==> config.mk <==
export PLATFORM = sky130hd
export DESIGN_NAME = ir_pulse_width_transmitter
export DESIGN_NICKNAME = d
export VERILOG_FILES = /design/src/design/irpwt_pkg.sv /design/src/design/irpwt_cfg.sv /design/src/design/irpwt_pipe_reg.sv /design/src/design/irpwt_core.sv /design/src/design/ir_pulse_width_transmitter.sv
export SDC_FILE = /design/constraint.sdc
export NUM_CORES = 1
export LEC_CHECK = 0
export ABC_AREA = 0
export BUFFER_PORTS_ARGS = -buffer_cell sky130_fd_sc_hd__buf_2
export CAP_MARGIN = 20
export CORE_AREA = 4 4 112 114
export DETAILED_ROUTE_END_ITERATION = 6
export DIE_AREA = 0 0 116 118
export GPL_TIMING_DRIVEN = 0
export PLACE_DENSITY = 0.77
export RECOVER_POWER = 100
export SYNTH_ARGS = -nofsm -noshare
export SYNTH_HDL_FRONTEND = slang
export SYNTH_SLANG_ARGS = --single-unit
==> constraint.sdc <==
create_clock -name clk -period 6.46 [get_ports clk]
set_clock_uncertainty 0.05 [all_clocks]
set_input_delay 0.323 -clock clk [delete_from_list [all_inputs] [get_ports clk]]
set_output_delay 0.323 -clock clk [all_outputs]
set_load 0.01 [all_outputs]
==> src/design/irpwt_pkg.sv <==
// Shared types, constants and register codes for the IR pulse-width transmitter.
// Depends on nothing; irpwt_cfg, irpwt_core, the top level and the checker import it.
package irpwt_pkg;

  localparam int COMMAND_BITS_DEFAULT = 16;

  localparam int CMD_W    = 16;
  localparam int TOP_W    = 4;
  localparam int MARK_W   = 10;
  localparam int GAP_W    = 16;
  localparam int REP_W    = 4;
  localparam int CFG_IDX_W  = 3;
  localparam int CFG_DATA_W = 16;
  localparam int S_TDATA_W  = 24;
  localparam int M_TDATA_W  = 8;

  localparam logic [MARK_W-1:0] ONE_MARK_RESET   = 10'd94;
  localparam logic [MARK_W-1:0] ZERO_MARK_RESET  = 10'd30;
  localparam logic [MARK_W-1:0] BIT_PERIOD_RESET = 10'd128;
  localparam logic [GAP_W-1:0]  GAP_RESET        = 16'd540;
  localparam logic [REP_W-1:0]  REPEAT_RESET     = 4'd4;

  typedef enum logic [CFG_IDX_W-1:0] {
    CFG_ONE_MARK   = 3'd0,
    CFG_ZERO_MARK  = 3'd1,
    CFG_BIT_PERIOD = 3'd2,
    CFG_GAP        = 3'd3,
    CFG_REPEAT     = 3'd4
  } cfg_index_t;

  typedef enum logic {
    OP_TICK  = 1'b0,
    OP_START = 1'b1
  } op_t;

  typedef enum logic [2:0] {
    PH_IDLE = 3'b001,
    PH_SEND = 3'b010,
    PH_GAP  = 3'b100
  } phase_t;

  typedef struct packed {
    logic [MARK_W-1:0] one_mark_ticks;
    logic [MARK_W-1:0] zero_mark_ticks;
    logic [MARK_W-1:0] bit_period_ticks;
    logic [GAP_W-1:0]  gap_ticks;
    logic [REP_W-1:0]  repeat_total;
  } cfg_t;

  typedef struct packed {
    op_t              op;
    logic [TOP_W-1:0] top_bit_index;
    logic [CMD_W-1:0] command_word;
  } item_t;

  typedef struct packed {
    logic frame_done;
    logic busy_res;
    logic ir_drive;
  } result_t;

endpackage

==> src/design/irpwt_cfg.sv <==
// Configuration register file of the IR pulse-width transmitter.
// Depends on irpwt_pkg for the register codes and reset values.
module irpwt_cfg import irpwt_pkg::*; (
  input  logic                  clk,
  input  logic                  rst,
  input  logic                  cfg_we,
  input  logic [CFG_IDX_W-1:0]  cfg_index,
  input  logic [CFG_DATA_W-1:0] cfg_data,
  output cfg_t                  cfg
);

  always_ff @(posedge clk) begin
    if (rst) begin
      cfg.one_mark_ticks   <= ONE_MARK_RESET;
      cfg.zero_mark_ticks  <= ZERO_MARK_RESET;
      cfg.bit_period_ticks <= BIT_PERIOD_RESET;
      cfg.gap_ticks        <= GAP_RESET;
      cfg.repeat_total     <= REPEAT_RESET;
    end else if (cfg_we) begin
      case (cfg_index)
        CFG_ONE_MARK:   cfg.one_mark_ticks   <= cfg_data[MARK_W-1:0];
        CFG_ZERO_MARK:  cfg.zero_mark_ticks  <= cfg_data[MARK_W-1:0];
        CFG_BIT_PERIOD: cfg.bit_period_ticks <= cfg_data[MARK_W-1:0];
        CFG_GAP:        cfg.gap_ticks        <= cfg_data[GAP_W-1:0];
        CFG_REPEAT:     cfg.repeat_total     <= cfg_data[REP_W-1:0];
        default: ;
      endcase
    end
  end

endmodule

==> src/design/irpwt_pipe_reg.sv <==
// One-entry pipeline register with valid/ready flow control.
// Depends on nothing; used for the input and the result stage.
module irpwt_pipe_reg #(
  parameter int W = 1
) (
  input  logic         clk,
  input  logic         rst,
  input  logic         in_valid,
  output logic         in_ready,
  input  logic [W-1:0] in_data,
  output logic         out_valid,
  input  logic         out_ready,
  output logic [W-1:0] out_data
);

  // The stage takes new data when empty or when its content leaves now.
  assign in_ready = !out_valid || out_ready;

  always_ff @(posedge clk) begin
    if (rst) begin
      out_valid <= 1'b0;
    end else if (in_ready) begin
      out_valid <= in_valid;
    end
  end

  always_ff @(posedge clk) begin
    if (in_ready && in_valid) begin
      out_data <= in_data;
    end
  end

endmodule

==> src/design/irpwt_core.sv <==
// Frame sequencer of the IR pulse-width transmitter: state registers and the
// per-item next-state and result logic. Depends on irpwt_pkg.
module irpwt_core import irpwt_pkg::*; #(
  parameter int COMMAND_BITS = COMMAND_BITS_DEFAULT
) (
  input  logic    clk,
  input  logic    rst,
  input  logic    fire,
  input  item_t   item,
  input  cfg_t    cfg,
  output result_t result
);

  // Command bits at or above COMMAND_BITS are held as zero.
  localparam logic [CMD_W-1:0] CMD_MASK = (COMMAND_BITS >= CMD_W) ? {CMD_W{1'b1}} :
      CMD_W'((17'd1 << COMMAND_BITS) - 17'd1);

  phase_t           phase, phase_next;
  logic [GAP_W-1:0] tick_count, tick_count_next;
  logic [TOP_W-1:0] bit_position, bit_position_next;
  logic [REP_W-1:0] repeats_left, repeats_left_next;
  logic [CMD_W-1:0] held_command, held_command_next;
  logic [TOP_W-1:0] held_top_index, held_top_index_next;
  logic             carrier_phase, carrier_phase_next;

  logic              cur_bit;
  logic [MARK_W-1:0] mark;
  logic [MARK_W-1:0] bit_len;
  logic [GAP_W:0]    tick_inc;
  logic              copy_end;
  logic [REP_W-1:0]  repeats_dec;
  logic              drive;
  logic              done;

  assign cur_bit  = held_command[bit_position];
  assign mark     = cur_bit ? cfg.one_mark_ticks : cfg.zero_mark_ticks;
  assign tick_inc = {1'b0, tick_count} + 17'd1;
  assign repeats_dec = repeats_left - REP_W'(1);

  always_comb begin
    if (mark > cfg.bit_period_ticks) begin
      bit_len = mark;
    end else if (cfg.bit_period_ticks == '0) begin
      bit_len = MARK_W'(1);
    end else begin
      bit_len = cfg.bit_period_ticks;
    end
  end

  always_comb begin
    phase_next          = phase;
    tick_count_next     = tick_count;
    bit_position_next   = bit_position;
    repeats_left_next   = repeats_left;
    held_command_next   = held_command;
    held_top_index_next = held_top_index;
    carrier_phase_next  = carrier_phase;
    copy_end            = 1'b0;
    drive               = 1'b0;
    done                = 1'b0;

    if (item.op == OP_START) begin
      if (phase == PH_IDLE) begin
        held_command_next   = item.command_word & CMD_MASK;
        held_top_index_next = item.top_bit_index;
        bit_position_next   = item.top_bit_index;
        repeats_left_next   = (cfg.repeat_total == '0) ? REP_W'(1) : cfg.repeat_total;
        tick_count_next     = '0;
        carrier_phase_next  = 1'b1;
        phase_next          = PH_SEND;
      end
    end else begin
      case (phase)
        PH_SEND: begin
          drive              = ({6'd0, mark} > tick_count) && carrier_phase;
          carrier_phase_next = !carrier_phase;
          if (tick_inc >= {7'd0, bit_len}) begin
            tick_count_next = '0;
            if (bit_position == '0) begin
              phase_next = PH_GAP;
              copy_end   = (cfg.gap_ticks == '0);
            end else begin
              bit_position_next = bit_position - TOP_W'(1);
            end
          end else begin
            tick_count_next = tick_inc[GAP_W-1:0];
          end
        end
        PH_GAP: begin
          carrier_phase_next = !carrier_phase;
          if (tick_inc >= {1'b0, cfg.gap_ticks}) begin
            copy_end = 1'b1;
          end else begin
            tick_count_next = tick_inc[GAP_W-1:0];
          end
        end
        default: ;
      endcase

      if (copy_end) begin
        repeats_left_next = repeats_dec;
        tick_count_next   = '0;
        if (repeats_dec == '0) begin
          phase_next = PH_IDLE;
          done       = 1'b1;
        end else begin
          phase_next        = PH_SEND;
          bit_position_next = held_top_index;
        end
      end
    end
  end

  assign result.ir_drive   = drive;
  assign result.busy_res   = (phase_next != PH_IDLE);
  assign result.frame_done = done;

  always_ff @(posedge clk) begin
    if (rst) begin
      phase          <= PH_IDLE;
      tick_count     <= '0;
      bit_position   <= '0;
      repeats_left   <= '0;
      held_command   <= '0;
      held_top_index <= '0;
      carrier_phase  <= 1'b0;
    end else if (fire) begin
      phase          <= phase_next;
      tick_count     <= tick_count_next;
      bit_position   <= bit_position_next;
      repeats_left   <= repeats_left_next;
      held_command   <= held_command_next;
      held_top_index <= held_top_index_next;
      carrier_phase  <= carrier_phase_next;
    end
  end

endmodule

==> src/design/ir_pulse_width_transmitter.sv <==
// IR pulse-width transmitter top level. Each item passes through the input register, then the
// sequencer logic into the result register. Throughput: one item per cycle while the result
// stream is not stalled; irpwt_core updates its state once per item transfer.
// Reset (rst, synchronous, active high) empties both stages, returns the sequencer to
// idle and loads the register reset values. Depends on irpwt_pkg, irpwt_cfg, irpwt_pipe_reg and irpwt_core.
module ir_pulse_width_transmitter import irpwt_pkg::*; #(
  parameter int COMMAND_BITS = COMMAND_BITS_DEFAULT
) (
  input  logic                  clk,
  input  logic                  rst,
  // Input stream. tdata: command_word [15:0], top_bit_index [19:16], zero fill [23:20].
  // tuser: op (0 = one half carrier tick, 1 = start a command).
  input  logic                  s_axis_tvalid,
  output logic                  s_axis_tready,
  input  logic [S_TDATA_W-1:0]  s_axis_tdata,
  input  logic [0:0]            s_axis_tuser,
  // Result stream. tdata: ir_drive [0], busy_res [1], zero fill [7:2].
  // tlast: frame_done, set on the tick that ends a command's last gap (last bit if gap_ticks is 0).
  output logic                  m_axis_tvalid,
  input  logic                  m_axis_tready,
  output logic [M_TDATA_W-1:0]  m_axis_tdata,
  output logic                  m_axis_tlast,
  // Configuration write port; indexes follow cfg_index_t.
  input  logic                  cfg_we,
  input  logic [CFG_IDX_W-1:0]  cfg_index,
  input  logic [CFG_DATA_W-1:0] cfg_data
);

  cfg_t    cfg;
  item_t   in_item;
  item_t   held_item;
  result_t result;
  result_t out_result;
  logic    held_valid;
  logic    res_ready;
  logic    fire;

  irpwt_cfg u_cfg (
    .clk       (clk),
    .rst       (rst),
    .cfg_we    (cfg_we),
    .cfg_index (cfg_index),
    .cfg_data  (cfg_data),
    .cfg       (cfg)
  );

  // Unpack the input transfer into the item fields.
  assign in_item.op            = op_t'(s_axis_tuser[0]);
  assign in_item.command_word  = s_axis_tdata[CMD_W-1:0];
  assign in_item.top_bit_index = s_axis_tdata[CMD_W+TOP_W-1:CMD_W];

  // Input register: holds one accepted item until the sequencer can process it.
  irpwt_pipe_reg #(.W($bits(item_t))) u_in_reg (
    .clk       (clk),
    .rst       (rst),
    .in_valid  (s_axis_tvalid),
    .in_ready  (s_axis_tready),
    .in_data   (in_item),
    .out_valid (held_valid),
    .out_ready (res_ready),
    .out_data  (held_item)
  );

  // The sequencer advances exactly when its item moves into the result register,
  // so a stalled output never advances the frame timing.
  assign fire = held_valid && res_ready;

  irpwt_core #(.COMMAND_BITS(COMMAND_BITS)) u_core (
    .clk    (clk),
    .rst    (rst),
    .fire   (fire),
    .item   (held_item),
    .cfg    (cfg),
    .result (result)
  );

  // Result register: lets the next item be taken while a result waits downstream.
  irpwt_pipe_reg #(.W($bits(result_t))) u_out_reg (
    .clk       (clk),
    .rst       (rst),
    .in_valid  (held_valid),
    .in_ready  (res_ready),
    .in_data   (result),
    .out_valid (m_axis_tvalid),
    .out_ready (m_axis_tready),
    .out_data  (out_result)
  );

  assign m_axis_tdata = {6'd0, out_result.busy_res, out_result.ir_drive};
  assign m_axis_tlast = out_result.frame_done;

endmodule

==> impl_results.md, run 1 <==
- Slowest stage delay, CP: 0.63 ns
- Fin crit share: 0.954
- Via density: 5.84
- DR DRC count: 0
- Worst-path clk slew: 0.06 ns
- Path type of the worst min-delay path: in -> reg
- #FFs+latches synth: 124
- Avg Synthesized Cell Area: 8.60 um^2
- Worst slew pin tran: 1.29 ns
- Slowest cell on the critical path: mux4_2
- CP Cell Sequence: mux4_2 -> mux4_2 -> mux2_2 -> ha_1 -> a21o_1 -> a21o_1 -> a21oi_1 -> nor2_1 -> a2111oi_1 -> a31oi_1 -> clkbuf_2 -> mux2i_1 -> ha_1 -> a21o_1 -> a21oi_1 -> o21ai_0 -> nor4_2 -> nand3_2 -> a211oi_4 -> and2_1 -> buf_6 -> buf_6 -> nand3_2 -> a21oi_1
- P_leak: 3.04 nW
- Post-layout nets: 962
- Cell area after layout: 7880 um^2
- Max-Cap Viols: 0
- Via count: 5948
- Dpl ws: -0.398 ns
- WL final: 18.0 mm
- Vias in the first global route: 5714
- Worst EP arrival: 6.46 ns
- Root buffer cell: clkbuf_16
- Num CTS Buffers: 17
- Clk Latency, worst-skew pair: 0.43 ns
- Sequential element share of the synthesized area: 0.403
- Diodes inserted: 0
- Worst Path Max Fanout: 10
- Initial Util: 0.591
- Deepest clock path buffer count: 2
- CP startpoint: u_core.bit_position[0]
- Most common cell in the netlist: nand2_1
- FP Rows: 39
- CP endpoint: u_core.tick_count[15]
- Global route overflow: 0
- DR WL/cell: 17.7 um
- Total GRT Usage: 0.264
- Die X-Extent: 116 um
- Die height: 118 um
- Critical path depth: 24
- Die area: 13700 um^2
- Worst reg2reg path depth: 24
- Core region area: 11400 um^2
- Peak supply drop: 0.000231 V
- Initial DRT Pass Iterations: 5
- Buffers on Ports: 48
- RSZ-0062 raised after global routing: no
- Synth top cells by count: nand2_1, dfxtp_1, a21oi_1, ha_1, inv_1
- Status: finished, final reports clean
- Antenna violations before repair: 0
- Ratio of cells with drive above 1 in the final layout: 0.129
- Asr flop ratio synth: 0
- Startpoint types: flip-flop
- Post-placement cell area: 7190 um^2
- YS warnings: 0
- Area Overhead vs Synth: 16.7%
- CTS sink count: 124
- Final period demand of the worst path: 6.16 ns
- Final Worst Setup Slack: 0.295 ns
- Final RePlAce weighted congestion: 0.910
- CP delay by family, top: multiplexers
- Htree depth: 4
- I/O Pins: 60
- Fin util: 0.690
- CTS tree: yes
- Post-Synthesis Cells: 785
- Pin count of the biggest net entering global routing: 22
- Antenna-violating nets left: 0
- Top post-synthesis cells by area: dfxtp_1, edfxtp_1, ha_1
- Critical Path RT: 6.76 ns
- Distinct cells, synth: 59
- CP Class: reg -> reg
- Hold buffer count at cts: 0
- Yosys top cell area share: 0.297
- R2R Path End: u_core.tick_count[15]
- F_max: 162 MHz
- Buffers plus inverters on the worst setup path: 3
- Hold Violations, Final: 0
- Mapped cell area: 6750 um^2
- Pwr/cell area: 259 nW/um^2
- FF-to-FF Start: u_core.bit_position[0]
- Post-synth EDFFs: 24
- Final setup fails: 0
- Dpl hpwl: 12.9 mm
- Ys flop type: dfxtp_1
- Initial DRC Count: 606
- Max_slew headroom: 0.141
- Yosys top cell by area: dfxtp_1
- R2r setup slk: 0.30 ns
- Global-route wire length before repair: 28.3 mm
- Crit end category: flip-flop
- Pins over their slew limit: 0
cell type report:
| cell class | count | area (um^2) |
|---|---|---|
| multi-input combinational | 576 | 3690 |
| fill | 919 | 3540 |
| sequential | 124 | 2730 |
| clock buffer | 19 | 433 |
| timing repair buffer | 55 | 282 |
| buffer | 43 | 206 |
| clock inverter | 13 | 188 |
| tap | 143 | 179 |
| inverter | 46 | 173 |
layer usage:
layer | track usage | wire [um]
met5 | 0 | 0
met4 | 0.107 | 499
met3 | 0.0566 | 1070
met2 | 0.424 | 8740
met1 | 0.342 | 7690
power breakdown:
part / switching, W / internal [W]
sequential: 0.0000204 / 0.000816
combinational: 0.000111 / 0.0000752
clock: 0.000368 / 0.000647
total: 0.000499 / 0.00154
per-stage QoR:
stage	hold slack (ns)	std cells	setup TNS (ns)	total power (W)
floorplan	0.372	790	0	0.000967
global placement	0.389	981	-4.00	0.00102
detailed placement	0.397	981	-6.54	0.00103
CTS	0.0119	1011	0	0.00203
global route	0.00629	1019	0	0.00211
finish	0.0185	1019	0	0.00204
worst reg2reg max path, delay by kind of cell (launching register included):
kind | cells | cell delay [ns]
AO/OA/AOI/OAI | 10 | 1.78
flip-flops | 1 | 0.42
buffers and inverters | 3 | 0.58
AND/OR/NAND/NOR | 5 | 0.79
multiplexers | 4 | 1.87
adder cells (fa/ha/maj) | 2 | 0.61
layout by cell type, fill, tap and decap left out, drive strengths merged, types with 6 or more instances in the layout:
cell    synthesis  routed
a211oi          7       7
a21o            8       8
a21oi          77      77
a31oi           7       7
buf            12      59
clkbuf         33      58
conb            1       6
dfxtp         100     100
edfxtp         24      24
ha             50      50
inv            45      48
mux2           10      10
mux2i          23      23
mux4            5       6
nand2         150     150
nand2b          6       6
nand3          28      28
nand3b         11      11
nand4          11      11
nor2           40      40
nor2b          10      10
nor3           20      20
nor4           12      12
o21a            7       7
o21ai          23      23
or4             6       6
xnor2          14      14
worst min-delay path by stage:
stage / startpoint / endpoint / depth (start not counted)
finish: s_axis_tdata[12] / u_in_reg.out_data[12] / 1
global route: s_axis_tuser / u_in_reg.out_data[20] / 1
CTS: s_axis_tdata[11] / u_in_reg.out_data[11] / 1
detailed placement: u_core.held_command[6] / u_core.held_command[6] / 2
global placement: u_cfg.cfg[49] / u_cfg.cfg[49] / 2
floorplan: s_axis_tdata[0] / u_in_reg.out_data[0] / 0
sequential cells by signal, indices dropped and copies added, names as in the netlist, 3 cells and up:
register / cells
u_cfg.cfg: 50
u_core.tick_count: 16
u_core.held_command: 16
u_core.held_top_index: 4
u_in_reg.out_data: 21
u_core.phase: 3
u_out_reg.out_data: 3
u_core.bit_position: 4
u_core.repeats_left: 4
cell families after synthesis:
| logic type | synth area share |
|---|---|
| AND/OR/NAND/NOR | 0.220 |
| AO/OA/AOI/OAI | 0.135 |
| flip-flops | 0.403 |
| buffers and inverters | 0.0571 |
| adder cells (fa/ha/maj) | 0.0927 |
| multiplexers | 0.0680 |
| XOR/XNOR | 0.0234 |
| other | 0.000556 |
timing repair:
| action | in CTS | in global routing |
|---|---|---|
| resized for setup | 2 | 3 |
| gates cloned | 0 | 1 |
| setup endpoints to repair | 26 | 18 |
| endpoints found under the hold margin | 0 | 0 |
| setup buffers | 0 | 7 |
| pin swaps | 0 | 2 |
Power figures use the tool's default switching activity.
==> run 2, diff against run 1 <==
- BUFFER_PORTS_ARGS: -buffer_cell sky130_fd_sc_hd__buf_2 -> -buffer_cell sky130_fd_sc_hd__clkbuf_2
- HOLD_SLACK_MARGIN: not set -> 0.15
==> run 2 against run 1 <==
Against the previous run: worst hold slack better by 0.14 ns; routed wire length up 3.3%; clock power up 8%; critical endpoint unchanged; largest power group unchanged; cell count up 2.9%; sequential share of layout area down 1.4 points; sequential power about the same; power up 4.8%.
==> impl_results.md, run 2 (synthesis results as in run 1) <==
- Hold Violations, Final: 0 (unchanged)
- DR DRC count: 0 (unchanged)
- FF-to-FF Start: u_core.bit_position[0]
- Hold endpoint: u_cfg.cfg[40]
- CTS sink count: 124 (unchanged)
- WL final: 18.6 mm (+3.3%)
- R2r setup slk: 0.30 ns (about the same)
- Total GRT Usage: 0.282 (+0.0182)
- Diodes inserted: 0 (unchanged)
- Ratio of cells with drive above 1 in the final layout: 0.125 (-0.00427)
- Global route overflow: 0 (unchanged)
- Die area: 13700 um^2 (unchanged)
- Buffers on Ports: 48 (unchanged)
- Initial DRT Pass Iterations: 5 (unchanged)
- Worst slew pin tran: 1.30 ns (+0.0163 ns)
- Deepest clock path buffer count: 2 (unchanged)
- I/O Pins: 60 (unchanged)
- Die height: 118 um (unchanged)
- Pins over their slew limit: 0 (unchanged)
- Fillers: 827 (-10%)
- Pwr/cell area: 260 nW/um^2 (+0.45%)
- Crit end category: flip-flop
- Worst Path Max Fanout: 10 (unchanged)
- Critical Path RT: 6.77 ns (about the same)
- Antenna violations before repair: 0 (unchanged)
- P_leak: 3.19 nW (+5.0%)
- Final cell count without fillers: 1049 (+2.9%)
- Global-route wire length before repair: 30.0 mm (+6.2%)
- FP Rows: 39 (unchanged)
- Worst-path clk slew: 0.06 ns (about the same)
- R2R Path End: u_core.tick_count[15]
- Placed Cells: 981 (unchanged)
- Worst reg2reg path depth: 23 (-4.2%)
- F_max: 162 MHz (+0.10%)
- Initial DRC Count: 451 (-26%)
- Htree depth: 4 (unchanged)
- Startpoint types: flip-flop
- Peak supply drop: 0.000271 V (+17%)
- Largest regs: u_cfg.cfg x50, u_in_reg.out_data x21
- Max-Cap Viols: 0 (unchanged)
- Max FFs per register: 50 (unchanged)
- Final setup fails: 0 (unchanged)
- Clk Latency, worst-skew pair: 0.43 ns (about the same)
- Via count: 6085 (+2.3%)
- Most frequent cells in the layout: nand2_1, dfxtp_1, a21oi_1
- Fin crit share: 0.953 (-0.000993)
- Final period demand of the worst path: 6.16 ns (-0.00641 ns)
- Status: finished, final reports clean
- Worst EP arrival: 6.46 ns (about the same)
- Dpl hpwl: 13.1 mm (+2.0%)
- Area Overhead vs Synth: 21.8%
- Antenna-violating nets left: 0 (unchanged)
- Most flops, register: u_cfg.cfg
- Core region area: 11400 um^2 (unchanged)
- Final RePlAce weighted congestion: 0.916 (+0.62%)
- Path type of the worst min-delay path: in -> reg
- Root buffer cell: clkbuf_16
- Die X-Extent: 116 um (unchanged)
- Max_slew headroom: 0.130 (-0.0109)
- Worst hold path startpoint: cfg_data[0]
- Initial Util: 0.591 (unchanged)
- Hold slack: 0.158 ns (+0.139 ns)
- Via density: 5.80 (-0.62%)
- CP Class: reg -> reg
- Post-layout nets: 992 (+3.1%)
- Most common cell after layout, fill and taps aside: nand2_1
- CTS tree: yes
- Num CTS Buffers: 17 (unchanged)
- DR WL/cell: 17.7 um (+0.32%)
- Vias in the first global route: 6142 (+7.5%)
- Hold path cells: 3 (+2)
- Pin count of the biggest net entering global routing: 22 (unchanged)
-- run 2: how the worst max path moves through the flow --
stage | start | to | slack, ns | cells after the start
after detailed placement | u_core.bit_position[0] | u_core.tick_count[5] | -0.39 | 26
after floorplan | u_core.bit_position[0] | u_core.tick_count[15] | 0.61 | 26
after global placement | u_core.bit_position[0] | u_core.tick_count[15] | -0.30 | 26
after CTS | u_core.bit_position[0] | u_core.tick_count[15] | 0.08 | 24
after global routing | u_core.bit_position[0] | u_core.tick_count[5] | -0.03 | 24
final | u_core.bit_position[0] | u_core.tick_count[15] | 0.30 | 23
-- run 2: per-stage QoR --
| step | TNS, ns | area, um^2 | worst slack [ns] | total power (W) | util |
|---|---|---|---|---|---|
| floorplan | 0 | 6770 | 0.612 | 0.000967 | - |
| global placement | -4.25 | 7190 | -0.299 | 0.00102 | 0.629 |
| detailed placement | -6.69 | 7190 | -0.395 | 0.00103 | 0.629 |
| CTS | 0 | 8180 | 0.0809 | 0.00213 | 0.716 |
| global route | -0.0886 | 8220 | -0.0272 | 0.00220 | 0.720 |
| finish | 0 | 8220 | 0.302 | 0.00214 | 0.720 |
-- run 2: final cells by class --
type	count	area [um^2]	area share
multi-input combinational	575	3670	0.446
sequential	124	2730	0.332
timing repair buffer	86	601	0.0730
clock buffer	19	433	0.0527
clock inverter	13	235	0.0286
buffer	43	206	0.0251
tap	143	179	0.0218
inverter	46	173	0.0210
-- run 2: worst max-delay path: stages, from the launching register on --
cell       delay [ns]
dfxtp_4          0.42
mux4_2           0.53
mux4_2           0.60
buf_4            0.20
mux2_2           0.34
ha_1             0.32
a21o_1           0.16
a21o_1           0.17
a2111oi_1        0.41
a31oi_1          0.13
clkbuf_2         0.26
mux2i_1          0.26
ha_1             0.28
a21o_1           0.18
a21oi_1          0.12
o21ai_0          0.14
nor4_2           0.26
nand3_2          0.23
a211oi_4         0.30
and2_1           0.18
buf_6            0.16
buf_6            0.16
nand3_2          0.08
a21oi_2          0.14
-- run 2: layer usage --
layer / vias to the layer above / GRT usage / wire length [um]
met5: - / 0 / 0
met3: 56 / 0.0776 / 1120
met4: 0 / 0.115 / 625
met1: 2864 / 0.348 / 7750
li1: 2965 / - / -
met2: 200 / 0.459 / 9090
-- run 2: power by group --
group	internal (W)	total (W)	switching [W]
Combinational	0.0000866	0.000202	0.000115
Clock	0.000727	0.00110	0.000372
Sequential	0.000816	0.000836	0.0000197
-- run 2: timing repair --
item / in CTS / in global routing
endpoints found under the hold margin: 40 / 0
resized for setup: 1 / 5
setup endpoints to repair: 26 / 21
hold buffers: 33 / 0
buffers inserted: 0 / 5
pin swaps: 0 / 1
